`config.mk`:
```
export PLATFORM = sky130hd
export DESIGN_NAME = base64_line_decoder
export DESIGN_NICKNAME = d
export VERILOG_FILES = /design/src/rtl/b64ld_pkg.sv /design/src/rtl/b64ld_front.sv /design/src/rtl/b64ld_queue.sv /design/src/rtl/b64ld_back.sv /design/src/rtl/base64_line_decoder.sv
export SDC_FILE = /design/constraint.sdc
export NUM_CORES = 1
export LEC_CHECK = 0
export BUFFER_PORTS_ARGS = -buffer_cell sky130_fd_sc_hd__buf_4
export CAP_MARGIN = 20
export CORE_MARGIN = 10
export CORE_UTILIZATION = 56
export CTS_BUF_LIST = sky130_fd_sc_hd__clkbuf_8 sky130_fd_sc_hd__clkbuf_16
export DETAILED_ROUTE_END_ITERATION = 8
export GPL_ROUTABILITY_DRIVEN = 0
export HOLD_SLACK_MARGIN = 0.08
export PLACE_DENSITY = 0.78
export SETUP_SLACK_MARGIN = 0.3
export SYNTH_ARGS = -nofsm -noshare
export SYNTH_HDL_FRONTEND = slang
export SYNTH_SLANG_ARGS = --single-unit
```
`constraint.sdc`:
```
create_clock -name i_clk -period 3.3 [get_ports i_clk]
set_input_delay 0.495 -clock i_clk [delete_from_list [all_inputs] [get_ports i_clk]]
set_output_delay 0.495 -clock i_clk [all_outputs]
set_load 0.02 [all_outputs]
```
`src/rtl/b64ld_pkg.sv`:
```
// ----------------------------------------------------------------------------
// b64ld_pkg
// Shared types, constants and the character map of the base64 line decoder.
// ----------------------------------------------------------------------------
package b64ld_pkg;

    localparam int B64LD_QUEUE_DEPTH = 4;

    localparam logic [7:0] CHAR_NUL = 8'h00;
    localparam logic [7:0] CHAR_LF  = 8'h0A;
    localparam logic [7:0] CHAR_CR  = 8'h0D;
    localparam logic [7:0] CHAR_PAD = 8'h3D;

    localparam int         SEXTET_W  = 7;
    localparam int         HOLD_W    = 3 * SEXTET_W;
    localparam int         WORD_W    = 26;
    localparam logic [6:0] PAD_VALUE = 7'd99;

    typedef struct packed {
        logic [2:0][7:0] bytes;
        logic [1:0]      count;
    } t_quartet;

    function automatic logic [SEXTET_W-1:0] map_char(input logic [7:0] c);
        logic [SEXTET_W-1:0] v;
        v = '0;
        if (c >= 8'h41 && c <= 8'h5A) begin
            v = SEXTET_W'(c - 8'h41);
        end else if (c >= 8'h61 && c <= 8'h7A) begin
            v = SEXTET_W'(c - 8'h61 + 8'd26);
        end else if (c >= 8'h30 && c <= 8'h39) begin
            v = SEXTET_W'(c - 8'h30 + 8'd52);
        end else if (c == 8'h2B) begin
            v = 7'd62;
        end else if (c == 8'h2F) begin
            v = 7'd63;
        end else if (c == CHAR_PAD) begin
            v = PAD_VALUE;
        end
        return v;
    endfunction

endpackage

```
`src/rtl/b64ld_front.sv`:
```
// ----------------------------------------------------------------------------
// b64ld_front
// Accepts characters, gathers quartets and hands each decoded quartet on.
// ----------------------------------------------------------------------------
module b64ld_front (
    input  logic                i_clk,
    input  logic                i_rst_n,
    input  logic                i_in_valid,
    input  logic [7:0]          i_in_char,
    output logic                o_in_stall,
    input  logic                i_queue_full,
    output logic                o_push,
    output b64ld_pkg::t_quartet o_quartet
);
    import b64ld_pkg::*;

    logic [HOLD_W-1:0]   r_hold, n_hold;
    logic [1:0]          r_pos, n_pos;
    logic                r_third_pad, n_third_pad;
    logic                accept;
    logic                line_end;
    logic                is_pad;
    logic [SEXTET_W-1:0] value;
    logic [WORD_W-1:0]   word;
    logic [7:0]          byte_mid;
    logic [7:0]          byte_low;

    assign o_in_stall = i_queue_full;
    assign accept     = i_in_valid && !i_queue_full;
    assign line_end   = (i_in_char == CHAR_NUL) || (i_in_char == CHAR_LF) ||
                        (i_in_char == CHAR_CR);
    assign is_pad     = (i_in_char == CHAR_PAD);
    assign value      = map_char(i_in_char);

    assign word = {1'b0, r_hold[3*SEXTET_W-1:2*SEXTET_W], 18'b0}
                + {7'b0, r_hold[2*SEXTET_W-1:SEXTET_W], 12'b0}
                + {13'b0, r_hold[SEXTET_W-1:0], 6'b0}
                + {19'b0, value};

    assign byte_mid = word[15:8];
    assign byte_low = word[7:0];

    always_comb begin
        o_quartet.bytes[0] = word[23:16];
        o_quartet.bytes[1] = r_third_pad ? byte_low : byte_mid;
        o_quartet.bytes[2] = byte_low;
        o_quartet.count    = 2'd1 + {1'b0, !r_third_pad} + {1'b0, !is_pad};
    end

    assign o_push = accept && !line_end && (r_pos == 2'd3);

    always_comb begin
        n_hold      = r_hold;
        n_pos       = r_pos;
        n_third_pad = r_third_pad;
        if (accept) begin
            if (line_end) begin
                n_hold      = '0;
                n_pos       = '0;
                n_third_pad = 1'b0;
            end else if (r_pos != 2'd3) begin
                if (r_pos == 2'd2) begin
                    n_third_pad = is_pad;
                end
                n_hold = {r_hold[2*SEXTET_W-1:0], value};
                n_pos  = r_pos + 2'd1;
            end else begin
                n_pos       = '0;
                n_third_pad = 1'b0;
            end
        end
    end

    always_ff @(posedge i_clk) begin
        if (!i_rst_n) begin
            r_hold      <= '0;
            r_pos       <= '0;
            r_third_pad <= 1'b0;
        end else begin
            r_hold      <= n_hold;
            r_pos       <= n_pos;
            r_third_pad <= n_third_pad;
        end
    end

endmodule

```
`src/rtl/b64ld_queue.sv`:
```
// ----------------------------------------------------------------------------
// b64ld_queue
// Short first-in first-out queue of decoded quartets.
// ----------------------------------------------------------------------------
module b64ld_queue #(
    parameter int DEPTH = b64ld_pkg::B64LD_QUEUE_DEPTH
) (
    input  logic                i_clk,
    input  logic                i_rst_n,
    input  logic                i_push,
    input  b64ld_pkg::t_quartet i_quartet,
    output logic                o_full,
    input  logic                i_pop,
    output logic                o_valid,
    output b64ld_pkg::t_quartet o_head
);
    import b64ld_pkg::*;

    localparam int PTR_W = $clog2(DEPTH);
    localparam int CNT_W = $clog2(DEPTH + 1);

    t_quartet         r_mem [DEPTH];
    logic [PTR_W-1:0] r_wr_ptr, n_wr_ptr;
    logic [PTR_W-1:0] r_rd_ptr, n_rd_ptr;
    logic [CNT_W-1:0] r_count, n_count;
    logic             do_push;
    logic             do_pop;

    assign o_full  = (r_count == CNT_W'(DEPTH));
    assign o_valid = (r_count != '0);
    assign o_head  = r_mem[r_rd_ptr];
    assign do_push = i_push && !o_full;
    assign do_pop  = i_pop && o_valid;

    always_comb begin
        n_wr_ptr = r_wr_ptr;
        n_rd_ptr = r_rd_ptr;
        n_count  = r_count;
        if (do_push) begin
            n_wr_ptr = (r_wr_ptr == PTR_W'(DEPTH - 1)) ? '0 : r_wr_ptr + PTR_W'(1);
        end
        if (do_pop) begin
            n_rd_ptr = (r_rd_ptr == PTR_W'(DEPTH - 1)) ? '0 : r_rd_ptr + PTR_W'(1);
        end
        if (do_push && !do_pop) begin
            n_count = r_count + CNT_W'(1);
        end else if (do_pop && !do_push) begin
            n_count = r_count - CNT_W'(1);
        end
    end

    always_ff @(posedge i_clk) begin
        if (do_push) begin
            r_mem[r_wr_ptr] <= i_quartet;
        end
    end

    always_ff @(posedge i_clk) begin
        if (!i_rst_n) begin
            r_wr_ptr <= '0;
            r_rd_ptr <= '0;
            r_count  <= '0;
        end else begin
            r_wr_ptr <= n_wr_ptr;
            r_rd_ptr <= n_rd_ptr;
            r_count  <= n_count;
        end
    end

endmodule

```
`src/rtl/b64ld_back.sv`:
```
// ----------------------------------------------------------------------------
// b64ld_back
// Unpacks each queued quartet into its bytes, one per cycle while the output
// is not stalled, into the output register.
// ----------------------------------------------------------------------------
module b64ld_back (
    input  logic                i_clk,
    input  logic                i_rst_n,
    input  logic                i_q_valid,
    input  b64ld_pkg::t_quartet i_q_head,
    output logic                o_pop,
    output logic                o_out_valid,
    output logic [7:0]          o_out_byte,
    output logic                o_quartet_last,
    input  logic                i_out_stall
);
    import b64ld_pkg::*;

    logic [1:0] r_idx, n_idx;
    logic       r_valid, n_valid;
    logic [7:0] r_byte, n_byte;
    logic       r_last, n_last;
    logic       load_ok;
    logic       is_last;

    assign load_ok = !r_valid || !i_out_stall;
    assign is_last = (r_idx == i_q_head.count - 2'd1);
    assign o_pop   = load_ok && i_q_valid && is_last;

    always_comb begin
        n_idx   = r_idx;
        n_valid = r_valid;
        n_byte  = r_byte;
        n_last  = r_last;
        if (load_ok) begin
            n_valid = i_q_valid;
            if (i_q_valid) begin
                n_byte = i_q_head.bytes[r_idx];
                n_last = is_last;
                n_idx  = is_last ? 2'd0 : r_idx + 2'd1;
            end
        end
    end

    always_ff @(posedge i_clk) begin
        if (!i_rst_n) begin
            r_idx   <= '0;
            r_valid <= 1'b0;
        end else begin
            r_idx   <= n_idx;
            r_valid <= n_valid;
        end
    end

    always_ff @(posedge i_clk) begin
        r_byte <= n_byte;
        r_last <= n_last;
    end

    assign o_out_valid    = r_valid;
    assign o_out_byte     = r_byte;
    assign o_quartet_last = r_last;

endmodule

```
`src/rtl/base64_line_decoder.sv`:
```
// ----------------------------------------------------------------------------
// base64_line_decoder
// Streaming base64 decoder that takes one character per request and returns
// the decoded bytes of each quartet.
//
// The input channel carries one character per request on i_in_char. NUL, LF
// and CR end a line and drop any partial quartet. The output channel carries
// one decoded byte per request on o_out_byte, with o_quartet_last set on the
// final byte of a quartet.
// A character is taken every cycle while the quartet queue has room. The
// fourth character of a quartet enters the queue at its accepting edge; the
// first byte then passes through the output register. Bytes leave at one
// per cycle while the receiver does not stall, so a quartet of four characters
// yields its up to three bytes faster than the next quartet can arrive.
// When the receiver stalls, the output byte holds and the queue fills; once
// it is full, o_in_stall rises until a quartet has been drained.
// Reset empties the queue, clears o_out_valid and returns to the start of a
// quartet.
// ----------------------------------------------------------------------------
module base64_line_decoder #(
    parameter int QUEUE_DEPTH = b64ld_pkg::B64LD_QUEUE_DEPTH
) (
    input  logic       i_clk,
    input  logic       i_rst_n,
    input  logic       i_in_valid,
    input  logic [7:0] i_in_char,
    output logic       o_in_stall,
    output logic       o_out_valid,
    output logic [7:0] o_out_byte,
    output logic       o_quartet_last,
    input  logic       i_out_stall
);
    import b64ld_pkg::*;

    t_quartet front_quartet;
    t_quartet queue_head;
    logic     push;
    logic     queue_full;
    logic     queue_valid;
    logic     pop;

    b64ld_front u_front (
        .i_clk        (i_clk),
        .i_rst_n      (i_rst_n),
        .i_in_valid   (i_in_valid),
        .i_in_char    (i_in_char),
        .o_in_stall   (o_in_stall),
        .i_queue_full (queue_full),
        .o_push       (push),
        .o_quartet    (front_quartet)
    );

    b64ld_queue #(
        .DEPTH (QUEUE_DEPTH)
    ) u_queue (
        .i_clk     (i_clk),
        .i_rst_n   (i_rst_n),
        .i_push    (push),
        .i_quartet (front_quartet),
        .o_full    (queue_full),
        .i_pop     (pop),
        .o_valid   (queue_valid),
        .o_head    (queue_head)
    );

    b64ld_back u_back (
        .i_clk          (i_clk),
        .i_rst_n        (i_rst_n),
        .i_q_valid      (queue_valid),
        .i_q_head       (queue_head),
        .o_pop          (pop),
        .o_out_valid    (o_out_valid),
        .o_out_byte     (o_out_byte),
        .o_quartet_last (o_quartet_last),
        .i_out_stall    (i_out_stall)
    );

endmodule
```
==> results.md <==
- Net Count, Synth: between 500 and 600
- CTS Root Cell: clkbuf_16
- Vias/cell: 6.01
- First-pass GRT wire length: ~22000 um
- Gate Count Post-Synth: between 400 and 500
- WS Path Type: in2reg
- Antenna cells: 0
- Final hold vios: 0
- Die H: approximately 130 um
- Global-route usage over all layers: 17.2%
- Max Slew Vio Count: 0
- Final setup viols: 0
- Hold buffers post-CTS: 0
- Arr. time, crit path: between 3000 and 4000 ps
- Commonest non-fill, non-tap cells in the layout: edfxtp_1 (113), buf_4 (38), dfxtp_1 (34)
- Top cell type's share of synthesized area: 50.0%
- Per-cell routed wire length: around 20 um
- Vias in the first global route: about 4200
- Hold WS: 429 ps
- Startpoint types: input pin
- Drt total wl: approximately 14000 um
- Critical Path RT: between 3000 and 4000 ps
- Worst hold path type: in2reg
- Min setup slack post-route: around 440 ps
- IO Count: 23
- # port buffers: 22
- Largest net degree at the start of global routing: 37
- Pre-CTS WS: -73.8 ps
- Seq/Total Area, Yosys: between 60 and 70%
- CTS clock-pin slew for the worst setup and hold paths: approximately 60 ps
- Number of flops mapped to enable cells by yosys: about 110
- Status: complete, no violations
- Worst-margin pin slew: around 670 ps
- Total Nets Final: ~550
- Die width: 130 um
- Final core area utilization: roughly 66%
- Core area: 11900 sq um
- MaxCap Viol Count: 0
- Mapped cell area: around 6800 sq um
- Setup TNS: 0 ps
- Max_slew headroom: 55.3%
- Synth area leaders: edfxtp_1 (50%), dfxtp_1 (10%), mux4_2 (8.3%), ha_1 (4.1%), xnor2_1 (1.8%)
- H-tree Lvls: 4
- DR iter-0 viols: between 300 and 400
- Fraction of layout cells with a size suffix above 1: 22.8%
- Cell taking the most area after synthesis: edfxtp_1
- Top_reg_cell synth: edfxtp_1
- Fin crit share: 86.8%
- RSZ-0062 raised after global routing: false
- Leak: 2.89 nW
- Initial antenna violation count: 0
- Commonest non-fill, non-tap cell in the layout: edfxtp_1
- DR vias: roughly 4000
- Max clock buf depth: 2
- Die area: approximately 17000 sq um
- Asr flop ratio synth: 0%
- Final Critical Period: 2860 ps
- VDD IR-drop max: 0.264 mV
- Critical Path Fanout Max: 9
- PwrDens: about 540 nW/um^2
- Netlist cell types: 67
- Synth-to-layout area growth: 15.4%
- Ys Warns: 0
- Power, Total: between 4 and 5 mW
- Post-Syn Area per Cell: about 14 sq um
- FF+latch count, synth: approximately 150
- Antenna-violating nets left: 0
- Total gr overflow: 0
- Drt first pass iters: 5
- CP endpoint kind: flip-flop
- Fmax: around 350 MHz
- Dpl hpwl: between 8000 and 9000 um
- Starting Density: between 50 and 60%
- # clock sinks: between 100 and 150
- Rows: 40
- CTS tree: yes
- CTS buffer count: 17
- Remaining DRCs: 0
- Max Clock Skew: just under 10 ps
- Skew-Pair Late Insertion Delay: a little over 400 ps
## registers in the layout, summed over array words and instances (netlist names), named ones only
| register | count |
|---|---|
| u_back.o_out_byte | 8 |
| u_front.r_hold | 20 |
| u_back.o_quartet_last | 1 |
| u_back.r_idx | 2 |
| u_back.o_out_valid | 1 |
| u_queue.r_count | 3 |
| u_queue.r_rd_ptr | 2 |
| u_queue.r_mem | 104 |
| u_front.r_third_pad | 1 |
| u_queue.r_wr_ptr | 2 |
| u_front.r_pos | 2 |
## per-layer routing
layer	up-vias	track usage (%)	wire length [um]	share of wire (%)
li1	1890	-	-	-
met1	2004	21.2	5600	41
met2	109	29.0	7120	52
met3	17	3.08	684	5.0
met4	0	7.54	220	1.6
met5	-	0	0	0
## through the flow
| stage | std cells | cell area, sq um |
|---|---|---|
| detailed placement | 638 | 7170 |
| finish | 669 | 7830 |
| global route | 669 | 7830 |
| global placement | 638 | 7170 |
| CTS | 668 | 7780 |
| floorplan | 476 | 6810 |
## critical path, cell delays in order
cell       delay (ps)
buf_4             150
inv_1             100
ha_1              270
nand4bb_1         200
o311ai_2          130
or2_4             270
o32ai_2           250
ha_2              230
ha_1              230
a41o_1            260
nand3_1           110
xnor2_1           180
buf_4             160
## cell type report
cell class | count | area (sq um)
Clock inverter | 13 | 193
Multi-Input combinational cell | 281 | 2550
Fill cell | 825 | 4090
Clock buffer | 17 | 425
Tap cell | 147 | 184
Timing Repair Buffer | 38 | 285
Inverter | 25 | 93.8
Sequential cell | 148 | 4100
## power breakdown
group	internal (mW)	switching, mW
Sequential	2.01	0.0128
Clock	1.32	0.685
Combinational	0.0841	0.126
## logic make-up after synthesis
group                    count (synthesis)  share of synthesized area [%]
AND/OR/NAND/NOR                        105                           8.60
buffers and inverters                   47                           2.92
adder cells (fa/ha/maj)                 23                           4.35
XOR/XNOR                                24                           3.21
flip-flops                             148                           60.4
multiplexers                            42                           11.3
AO/OA/AOI/OAI                           87                           9.21
## synthesized netlist by cell type (all sizes together) (12+ instances only)
| cell | count |
|---|---|
| a22oi | 14 |
| inv | 25 |
| ha | 22 |
| dfxtp | 35 |
| nand2 | 23 |
| edfxtp | 113 |
| xnor2 | 15 |
| a21oi | 13 |
| o21ai | 14 |
| clkbuf | 12 |
| nor2b | 17 |
| nor2 | 16 |
| mux4 | 26 |
## final timing paths
check,start,slack (ps),end,cells past startpoint
worst max-delay path,i_in_char[1],440,u_queue.r_mem[2][4]$_DFFE_PP_,13
worst min-delay path,i_out_stall,430,u_back.o_out_valid$_SDFFE_PN0N_,3
worst max register to register,u_queue.r_mem[1][1]$_DFFE_PP_,490,u_queue.r_count[2]$_SDFFE_PN0P_,10
worst min register to register,u_queue.r_rd_ptr[1]$_SDFFE_PN0P_,490,u_queue.r_rd_ptr[1]$_SDFFE_PN0P_,2
## repair_timing
action / in CTS / in global routing
resized for setup: 0 / 7
buffers inserted: 0 / 1
setup endpoints to repair: 0 / 33
Power figures use the tool's default switching activity.
